[src/hdl/assert_macros.svh]
// Assertion macros for the RTL files; png_sc_resq.sv includes them.
`ifndef ASSERT_MACROS_SVH
`define ASSERT_MACROS_SVH
`ifndef SYNTHESIS
// Same-cycle implication, held off during reset.
`define CHK_IMPL(lbl, clk, rst_n, ante, cons) \
    lbl: assert property (@(posedge clk) disable iff (!rst_n) (ante) |-> (cons)) \
        else $error("check failed");
// Next-cycle implication, held off during reset.
`define CHK_NEXT(lbl, clk, rst_n, ante, cons) \
    lbl: assert property (@(posedge clk) disable iff (!rst_n) (ante) |=> (cons)) \
        else $error("check failed");
`else
`define CHK_IMPL(lbl, clk, rst_n, ante, cons)
`define CHK_NEXT(lbl, clk, rst_n, ante, cons)
`endif
`endif

[src/hdl/png_sc_pkg.sv]
// Shared types and constants of the PNG stream carver.
package png_sc_pkg;

    localparam int unsigned FIELD_W = 32;
    localparam int unsigned BYTE_W  = 8;
    localparam int unsigned PAT_LEN = 8;

    localparam logic [PAT_LEN*BYTE_W-1:0] SIG_PATTERN  = 64'h8950_4E47_0D0A_1A0A;
    localparam logic [PAT_LEN*BYTE_W-1:0] TAIL_PATTERN = 64'h4945_4E44_AE42_6082;

    localparam logic KIND_IMAGE   = 1'b0;
    localparam logic KIND_SUMMARY = 1'b1;

    typedef struct packed {
        logic               kind;
        logic [FIELD_W-1:0] image_count;
        logic [FIELD_W-1:0] start_offset;
        logic [FIELD_W-1:0] end_offset;
        logic               last_result;
    } t_result;

    typedef struct packed {
        logic    img_vld;
        logic    sum_vld;
        t_result img;
        t_result sum;
    } t_scan_out;

endpackage

[src/hdl/png_sc_if.sv]
// Stream channel interfaces of the PNG stream carver.
interface png_sc_in_if;
    logic                            valid;
    logic                            ready;
    logic [png_sc_pkg::BYTE_W-1:0]   data_byte;
    logic                            last_byte;

    modport source (output valid, output data_byte, output last_byte, input ready);
    modport sink   (input valid, input data_byte, input last_byte, output ready);
endinterface

interface png_sc_out_if;
    logic                            valid;
    logic                            ready;
    logic                            kind;
    logic [png_sc_pkg::FIELD_W-1:0]  image_count;
    logic [png_sc_pkg::FIELD_W-1:0]  start_offset;
    logic [png_sc_pkg::FIELD_W-1:0]  end_offset;
    logic                            last_result;

    modport source (output valid, output kind, output image_count, output start_offset,
                    output end_offset, output last_result, input ready);
    modport sink   (input valid, input kind, input image_count, input start_offset,
                    input end_offset, input last_result, output ready);
endinterface

[src/hdl/png_sc_scan.sv]
// Window matcher and image tracking state of the PNG stream carver.
module png_sc_scan #(
    parameter int unsigned OFFSET_BITS = 32
) (
    input  logic                                  i_clk,
    input  logic                                  i_rst_n,
    input  logic                                  i_acc,
    input  logic [png_sc_pkg::BYTE_W-1:0]         i_data_byte,
    input  logic                                  i_last_byte,
    output png_sc_pkg::t_scan_out                 o_scan
);
    import png_sc_pkg::*;

    localparam int unsigned WIN_W = (PAT_LEN - 1) * BYTE_W;
    localparam int unsigned EXT_W = (OFFSET_BITS > FIELD_W) ? OFFSET_BITS : FIELD_W;
    localparam logic [2:0]  FILL_FULL = 3'(PAT_LEN - 1);
    localparam logic [OFFSET_BITS-1:0] SIG_BACK = OFFSET_BITS'(PAT_LEN - 1);

    logic [WIN_W-1:0]       r_window;
    logic [2:0]             r_fill;
    logic [OFFSET_BITS-1:0] r_pos;
    logic [OFFSET_BITS-1:0] r_start;
    logic                   r_inside;
    logic [FIELD_W-1:0]     r_count;

    logic [PAT_LEN*BYTE_W-1:0] w_full;
    logic                      w_sig_hit;
    logic                      w_tail_hit;
    logic [FIELD_W-1:0]        w_count_inc;
    logic [OFFSET_BITS-1:0]    w_end;
    logic [EXT_W-1:0]          w_start_ext;
    logic [EXT_W-1:0]          w_end_ext;

    assign w_full      = {r_window, i_data_byte};
    assign w_sig_hit   = (r_fill == FILL_FULL) && !r_inside && (w_full == SIG_PATTERN);
    assign w_tail_hit  = (r_fill == FILL_FULL) && r_inside && (w_full == TAIL_PATTERN);
    assign w_count_inc = (r_count != '1) ? r_count + FIELD_W'(1) : r_count;
    assign w_end       = (r_pos != '1) ? r_pos + OFFSET_BITS'(1) : r_pos;
    assign w_start_ext = EXT_W'(r_start);
    assign w_end_ext   = EXT_W'(w_end);

    always_comb begin
        o_scan.img_vld          = i_acc && w_tail_hit;
        o_scan.sum_vld          = i_acc && i_last_byte;
        o_scan.img.kind         = KIND_IMAGE;
        o_scan.img.image_count  = w_count_inc;
        o_scan.img.start_offset = w_start_ext[FIELD_W-1:0];
        o_scan.img.end_offset   = w_end_ext[FIELD_W-1:0];
        o_scan.img.last_result  = !i_last_byte;
        o_scan.sum.kind         = KIND_SUMMARY;
        o_scan.sum.image_count  = w_tail_hit ? w_count_inc : r_count;
        o_scan.sum.start_offset = '0;
        o_scan.sum.end_offset   = '0;
        o_scan.sum.last_result  = 1'b1;
    end

    always_ff @(posedge i_clk) begin
        if (!i_rst_n || (i_acc && i_last_byte)) begin
            r_window <= '0;
            r_fill   <= '0;
            r_pos    <= '0;
            r_start  <= '0;
            r_inside <= 1'b0;
            r_count  <= '0;
        end else if (i_acc) begin
            r_window <= w_full[WIN_W-1:0];
            if (r_fill != FILL_FULL) begin
                r_fill <= r_fill + 3'd1;
            end
            if (r_pos != '1) begin
                r_pos <= r_pos + OFFSET_BITS'(1);
            end
            if (w_sig_hit) begin
                r_inside <= 1'b1;
                r_start  <= r_pos - SIG_BACK;
            end
            if (w_tail_hit) begin
                r_inside <= 1'b0;
                r_count  <= w_count_inc;
            end
        end
    end

endmodule

[src/hdl/png_sc_resq.sv]
// Three-entry result queue between the matcher and the output channel.
`include "assert_macros.svh"
module png_sc_resq (
    input  logic                   i_clk,
    input  logic                   i_rst_n,
    input  png_sc_pkg::t_scan_out  i_scan,
    output logic                   o_in_ready,
    png_sc_out_if.source           o_out
);
    import png_sc_pkg::*;

    localparam int unsigned QDEPTH = 3;

    t_result    r_q [QDEPTH];
    logic [1:0] r_head;
    logic [1:0] r_tail;
    logic [1:0] r_count;

    logic [1:0] w_push_cnt;
    logic       w_pop;
    t_result    w_first;
    t_result    w_head_res;

    function automatic logic [1:0] q_next(input logic [1:0] idx);
        return (idx == 2'(QDEPTH - 1)) ? 2'd0 : idx + 2'd1;
    endfunction

    assign w_push_cnt = 2'(i_scan.img_vld) + 2'(i_scan.sum_vld);
    assign w_first    = i_scan.img_vld ? i_scan.img : i_scan.sum;
    assign w_pop      = o_out.valid && o_out.ready;
    assign w_head_res = r_q[r_head];

    // Room for the worst case of two results from the next byte.
    assign o_in_ready = (r_count <= 2'd1);

    assign o_out.valid        = (r_count != 2'd0);
    assign o_out.kind         = w_head_res.kind;
    assign o_out.image_count  = w_head_res.image_count;
    assign o_out.start_offset = w_head_res.start_offset;
    assign o_out.end_offset   = w_head_res.end_offset;
    assign o_out.last_result  = w_head_res.last_result;

    always_ff @(posedge i_clk) begin
        if (!i_rst_n) begin
            r_head  <= '0;
            r_tail  <= '0;
            r_count <= '0;
        end else begin
            if (w_pop) begin
                r_head <= q_next(r_head);
            end
            if (w_push_cnt == 2'd1) begin
                r_tail <= q_next(r_tail);
            end else if (w_push_cnt == 2'd2) begin
                r_tail <= q_next(q_next(r_tail));
            end
            r_count <= r_count + w_push_cnt - 2'(w_pop);
        end
    end

    always_ff @(posedge i_clk) begin
        if (w_push_cnt != 2'd0) begin
            r_q[r_tail] <= w_first;
        end
        if (w_push_cnt == 2'd2) begin
            r_q[q_next(r_tail)] <= i_scan.sum;
        end
    end

    `CHK_IMPL(a_push_room, i_clk, i_rst_n, w_push_cnt != 2'd0, r_count <= 2'd1)
    `CHK_IMPL(a_summary_last, i_clk, i_rst_n,
              o_out.valid && (o_out.kind == KIND_SUMMARY), o_out.last_result)
    `CHK_NEXT(a_pop_drains, i_clk, i_rst_n,
              w_pop && (w_push_cnt == 2'd0), r_count == $past(r_count) - 2'd1)

endmodule

[src/hdl/png_stream_carver.sv]
// Top level of the PNG stream carver.
//
//  channel | dir | payload                                              | handshake
//  --------+-----+------------------------------------------------------+------------
//  i_in    | in  | data_byte[7:0], last_byte                            | valid/ready
//  o_out   | out | kind, image_count, start_offset, end_offset,         | valid/ready
//          |     | last_result                                          |
//
//  One byte is taken per clock while ready is high; its results are written into
//  the result queue in the cycle the byte is accepted; the queue's head drives o_out.
//  Input ready drops whenever two or more results wait in the queue: for one cycle
//  after a byte that yields an image and a summary, and longer while o_out stalls.
//  Reset is synchronous, active low, and clears all tracking state and the queue.
//  A stall on o_out fills the queue and then holds off i_in; no transaction is lost.
module png_stream_carver #(
    parameter int unsigned OFFSET_BITS = 32
) (
    input  logic          i_clk,
    input  logic          i_rst_n,
    png_sc_in_if.sink     i_in,
    png_sc_out_if.source  o_out
);
    import png_sc_pkg::*;

    logic      w_in_ready;
    logic      w_acc;
    t_scan_out w_scan;

    // Accept a transaction whenever the queue can absorb two results.
    assign i_in.ready = w_in_ready;
    assign w_acc      = i_in.valid && w_in_ready;

    // Match the eight-byte window and advance offset, image and count state.
    png_sc_scan #(
        .OFFSET_BITS (OFFSET_BITS)
    ) u_scan (
        .i_clk       (i_clk),
        .i_rst_n     (i_rst_n),
        .i_acc       (w_acc),
        .i_data_byte (i_in.data_byte),
        .i_last_byte (i_in.last_byte),
        .o_scan      (w_scan)
    );

    // Hold results, image before summary, until the sink takes them.
    png_sc_resq u_resq (
        .i_clk      (i_clk),
        .i_rst_n    (i_rst_n),
        .i_scan     (w_scan),
        .o_in_ready (w_in_ready),
        .o_out      (o_out)
    );

endmodule

[src/flat_wrapper.sv]
// flat-port wrapper written by rule: the top's interface ports become plain ports
module png_stream_carver_flat import png_sc_pkg::*;
#(
    parameter int unsigned OFFSET_BITS = 32
)
  (i_clk, i_rst_n, i_in_valid, i_in_data_byte, i_in_last_byte, i_in_ready, o_out_valid, o_out_kind, o_out_image_count, o_out_start_offset, o_out_end_offset, o_out_last_result, o_out_ready);
  png_sc_in_if i_in_i ();
  png_sc_out_if o_out_i ();
  input  logic i_clk;
  input  logic i_rst_n;
  input wire logic [$bits(i_in_i.valid)-1:0] i_in_valid;
  input wire logic [$bits(i_in_i.data_byte)-1:0] i_in_data_byte;
  input wire logic [$bits(i_in_i.last_byte)-1:0] i_in_last_byte;
  output wire logic [$bits(i_in_i.ready)-1:0] i_in_ready;
  output wire logic [$bits(o_out_i.valid)-1:0] o_out_valid;
  output wire logic [$bits(o_out_i.kind)-1:0] o_out_kind;
  output wire logic [$bits(o_out_i.image_count)-1:0] o_out_image_count;
  output wire logic [$bits(o_out_i.start_offset)-1:0] o_out_start_offset;
  output wire logic [$bits(o_out_i.end_offset)-1:0] o_out_end_offset;
  output wire logic [$bits(o_out_i.last_result)-1:0] o_out_last_result;
  input wire logic [$bits(o_out_i.ready)-1:0] o_out_ready;
  assign i_in_i.valid = i_in_valid;
  assign i_in_i.data_byte = i_in_data_byte;
  assign i_in_i.last_byte = i_in_last_byte;
  assign i_in_ready = i_in_i.ready;
  assign o_out_valid = o_out_i.valid;
  assign o_out_kind = o_out_i.kind;
  assign o_out_image_count = o_out_i.image_count;
  assign o_out_start_offset = o_out_i.start_offset;
  assign o_out_end_offset = o_out_i.end_offset;
  assign o_out_last_result = o_out_i.last_result;
  assign o_out_i.ready = o_out_ready;
  png_stream_carver #(.OFFSET_BITS(OFFSET_BITS)) u_core (.i_clk(i_clk), .i_rst_n(i_rst_n), .i_in(i_in_i), .o_out(o_out_i));
endmodule
[config.mk]
export PLATFORM = sky130hd
export DESIGN_NAME = png_stream_carver_flat
export DESIGN_NICKNAME = d
export VERILOG_FILES = /design/src/hdl/png_sc_pkg.sv /design/src/hdl/png_sc_if.sv /design/src/hdl/png_sc_scan.sv /design/src/hdl/png_sc_resq.sv /design/src/hdl/png_stream_carver.sv /design/src/flat_wrapper.sv
export VERILOG_INCLUDE_DIRS = /design/src /design/src/hdl
export SDC_FILE = /design/constraint.sdc
export NUM_CORES = 1
export LEC_CHECK = 0
export CAP_MARGIN = 5
export CORE_MARGIN = 3
export CORE_UTILIZATION = 43
export CTS_BUF_LIST = sky130_fd_sc_hd__clkbuf_4 sky130_fd_sc_hd__clkbuf_8
export CTS_CLUSTER_SIZE = 30
export DETAILED_ROUTE_END_ITERATION = 6
export DONT_BUFFER_PORTS = 1
export PLACE_DENSITY = 0.72
export SLEW_MARGIN = 10
export SYNTH_ARGS = -nofsm -noshare
export SYNTH_HDL_FRONTEND = slang
export SYNTH_SLANG_ARGS = --single-unit
[constraint.sdc]
create_clock -name i_clk -period 3.75 [get_ports i_clk]
set_input_delay 0.1875 -clock i_clk [delete_from_list [all_inputs] [get_ports i_clk]]
set_output_delay 0.1875 -clock i_clk [all_outputs]
set_load 0.1 [all_outputs]
==> metrics.txt <==
status=completed; syn_nets=2217; final max-slew violation count=0; Sinks on Clock Net=458; fmax=284 MHz; worst hold path class=input port to register; drt pass-1 iters=5; Remaining DRCs=0; FFs w/ async S/R, synth=0%; Worst slew margin=24.2%; Synth area leaders=dfxtp_1 (36%), edfxtp_1 (14%), nand2_1 (6.8%); CTS Buf Count=72; Worst Path Arrival=3.81 ns; Post-Place Cell Area=0.0214 sq mm; YS warnings=0; via count=16443; Vias/cell=5.67; Tightest Pin Transition=1.14 ns; IO Port Bufs=0; die width=221 um; Die Y=221 um; total power=11.8 mW; Slowest-stage cell, CP=dfxtp_1; CTS tree=built; commonest non-fill, non-tap cells in the layout=nand2_1 (362), dfxtp_1 (360), a21oi_1 (170), nor2_1 (140), o21ai_0 (127); Worst Setup End Kind=register; clk buf depth=3; register area share after synthesis=50.8%; Hold Vio Cnt, Final=0; Max-Cap Viols=0; vias in the first global route=15875; Worst-path clk slew=0.06 ns; Clock Skew=0.0577 ns; CP Class=register to register; top cell type's share of synthesized area=36.4%; largest net degree at the start of global routing=97; nets@finish=2265; Area growth syn-to-layout=16.3%; routed len/inst=17.9 um; period utilization=93.7%; power per standard cell area=508 mW/mm^2; final wirelength=51.9 mm; # H-tree levels=3; number of core rows=78; Crit Path Max Fanout=38; global-route wire length before repair=83.9 mm; CP required=4.05 ns; VDD IR max=0.000383 V; Period minus WS final=3.52 ns; Reg area=0.0101 sq mm; clk_lat worst skew=0.65 ns; CP max stage delay=0.40 ns; critical-path cell list=nor4bb_1 > nand4b_1 > nor3_4 > and3_4 > inv_4 > ha_1 > nor2_1 > nand2_1 > o21a_4 > clkinvlp_4 > buf_12; Root Buffer=clkbuf_8; DRT antenna net count=0; #FFs+latches synth=458; Avg Inst Size Synth=9.08 sq um; Post-Syn Area=0.0199 sq mm; final weighted congestion in routability-driven placement=0.876; Multi-input gate area=0.00946 sq mm; Synth cell types=67; GRT overflow=0; Final Instance Area=0.0232 sq mm; top-level I/O count=113; Final WS setup=0.235 ns; initial antenna violation count=2; gate count of the mapped netlist=2195; share of layout cells above drive strength 1=17.4%; Initial Util=43.7%; core box area=0.0456 sq mm; CP startpoint kind=register; Iteration-0 DRC Markers=1324; Static Leak=7.89 nW; most common cell after layout, fill and taps aside=nand2_1; final setup vio count=0; Total GRT Usage=20.5%; Yosys top cell by area=dfxtp_1; worst slack, placed=0.199 ns; fill count=4020; number of flops mapped to enable cells by yosys=96; dominant synthesized flop cell=dfxtp_1; fin util=50.8%; hpwl dp=33.2 mm; die area=0.0489 sq mm
==> power by group <==
part	switching, mW	internal, mW
logic	1.50	0.462
clock network	1.95	2.56
registers	0.153	5.13
==> flip-flops by register name, indices dropped and copies added (netlist names), named ones only <==
name / flops
u_core.u_resq.r_count: 2
u_core.u_resq.r_head: 2
u_core.u_resq.r_q: 294
u_core.u_resq.r_tail: 2
u_core.u_scan.r_count: 32
u_core.u_scan.r_fill: 3
u_core.u_scan.r_inside: 1
u_core.u_scan.r_pos: 32
u_core.u_scan.r_start: 32
u_core.u_scan.r_window: 56
==> worst max-delay path: cells and delay by family, from the launching register on <==
family,cells,cell delay (ns)
compound gates,1,0.27
fa+ha+maj,1,0.29
buf+inv,3,0.53
flops,1,0.40
simple gates,6,1.65
==> path summary, 6_finish.rpt <==
| check | startpoint | endpoint | slack [ns] | depth (start not counted) |
|---|---|---|---|---|
| worst min register to register | u_core.u_resq.r_q[1][4] | u_core.u_resq.r_q[1][4] | 0.45 | 2 |
| worst min-delay path | i_rst_n | u_core.u_scan.r_start[30] | 0.03 | 3 |
| worst max-delay path | u_core.u_scan.r_window[21] | u_core.u_resq.r_q[2][71] | 0.23 | 11 |
| worst max register to register | u_core.u_scan.r_window[21] | u_core.u_resq.r_q[2][71] | 0.23 | 11 |
==> area by class of cell <==
class                           instances  area share [%]
Multi-Input combinational cell       1553            40.8
Sequential cell                       458            43.8
Inverter                               15           0.286
Antenna cell                            1          0.0108
Clock inverter                         17           0.799
Clock buffer                          114            5.96
Timing Repair Buffer                  143            5.10
Tap cell                              600            3.24
==> kinds of logic after synthesis <==
group / Yosys count / synth area share [%]
flops: 458 / 50.8
xor+xnor: 91 / 4.00
compound gates: 567 / 16.8
fa+ha+maj: 9 / 0.565
buf+inv: 185 / 3.81
simple gates: 782 / 18.8
mux: 103 / 5.18
==> Yosys cell counts (43+ instances only) <==
master and number:
a21oi_1 171, or3_1 49, dfxtp_1 362, nand2_1 363, nand3_1 43, o21ai_0 225, xnor2_1 50, mux2i_1 103
clkbuf_1 127, a22o_1 93, nor2_1 142, edfxtp_1 96
==> per-layer routing <==
layer  global-route usage, %  up-vias  wire length (um)
met5                       0        -                 0
met4                    5.44        0               629
met3                    4.01       46              3250
met2                    33.2      471             24200
met1                    28.1     7982             23900
li1                        -     7944                 -
==> what timing repair did <==
item / 4_1_cts / 5_1_grt
setup endpoints to repair: 0 / 141
setup buffers: 0 / 4
resized for setup: 0 / 2
endpoints found under the hold margin: 20 / 0
hold buffers: 12 / 0
==> through the flow <==
step	std cells	hold WS (ns)	setup TNS (ns)
3_3_place_gp	2752	0.281	0
4_1_cts	2895	0.0101	0
2_1_floorplan	2195	0.278	0
6_report	2901	0.0331	0
3_5_place_dp	2752	0.285	0
5_1_grt	2901	0.0341	-0.0852
No activity file was read; power rests on OpenSTA's default activity.
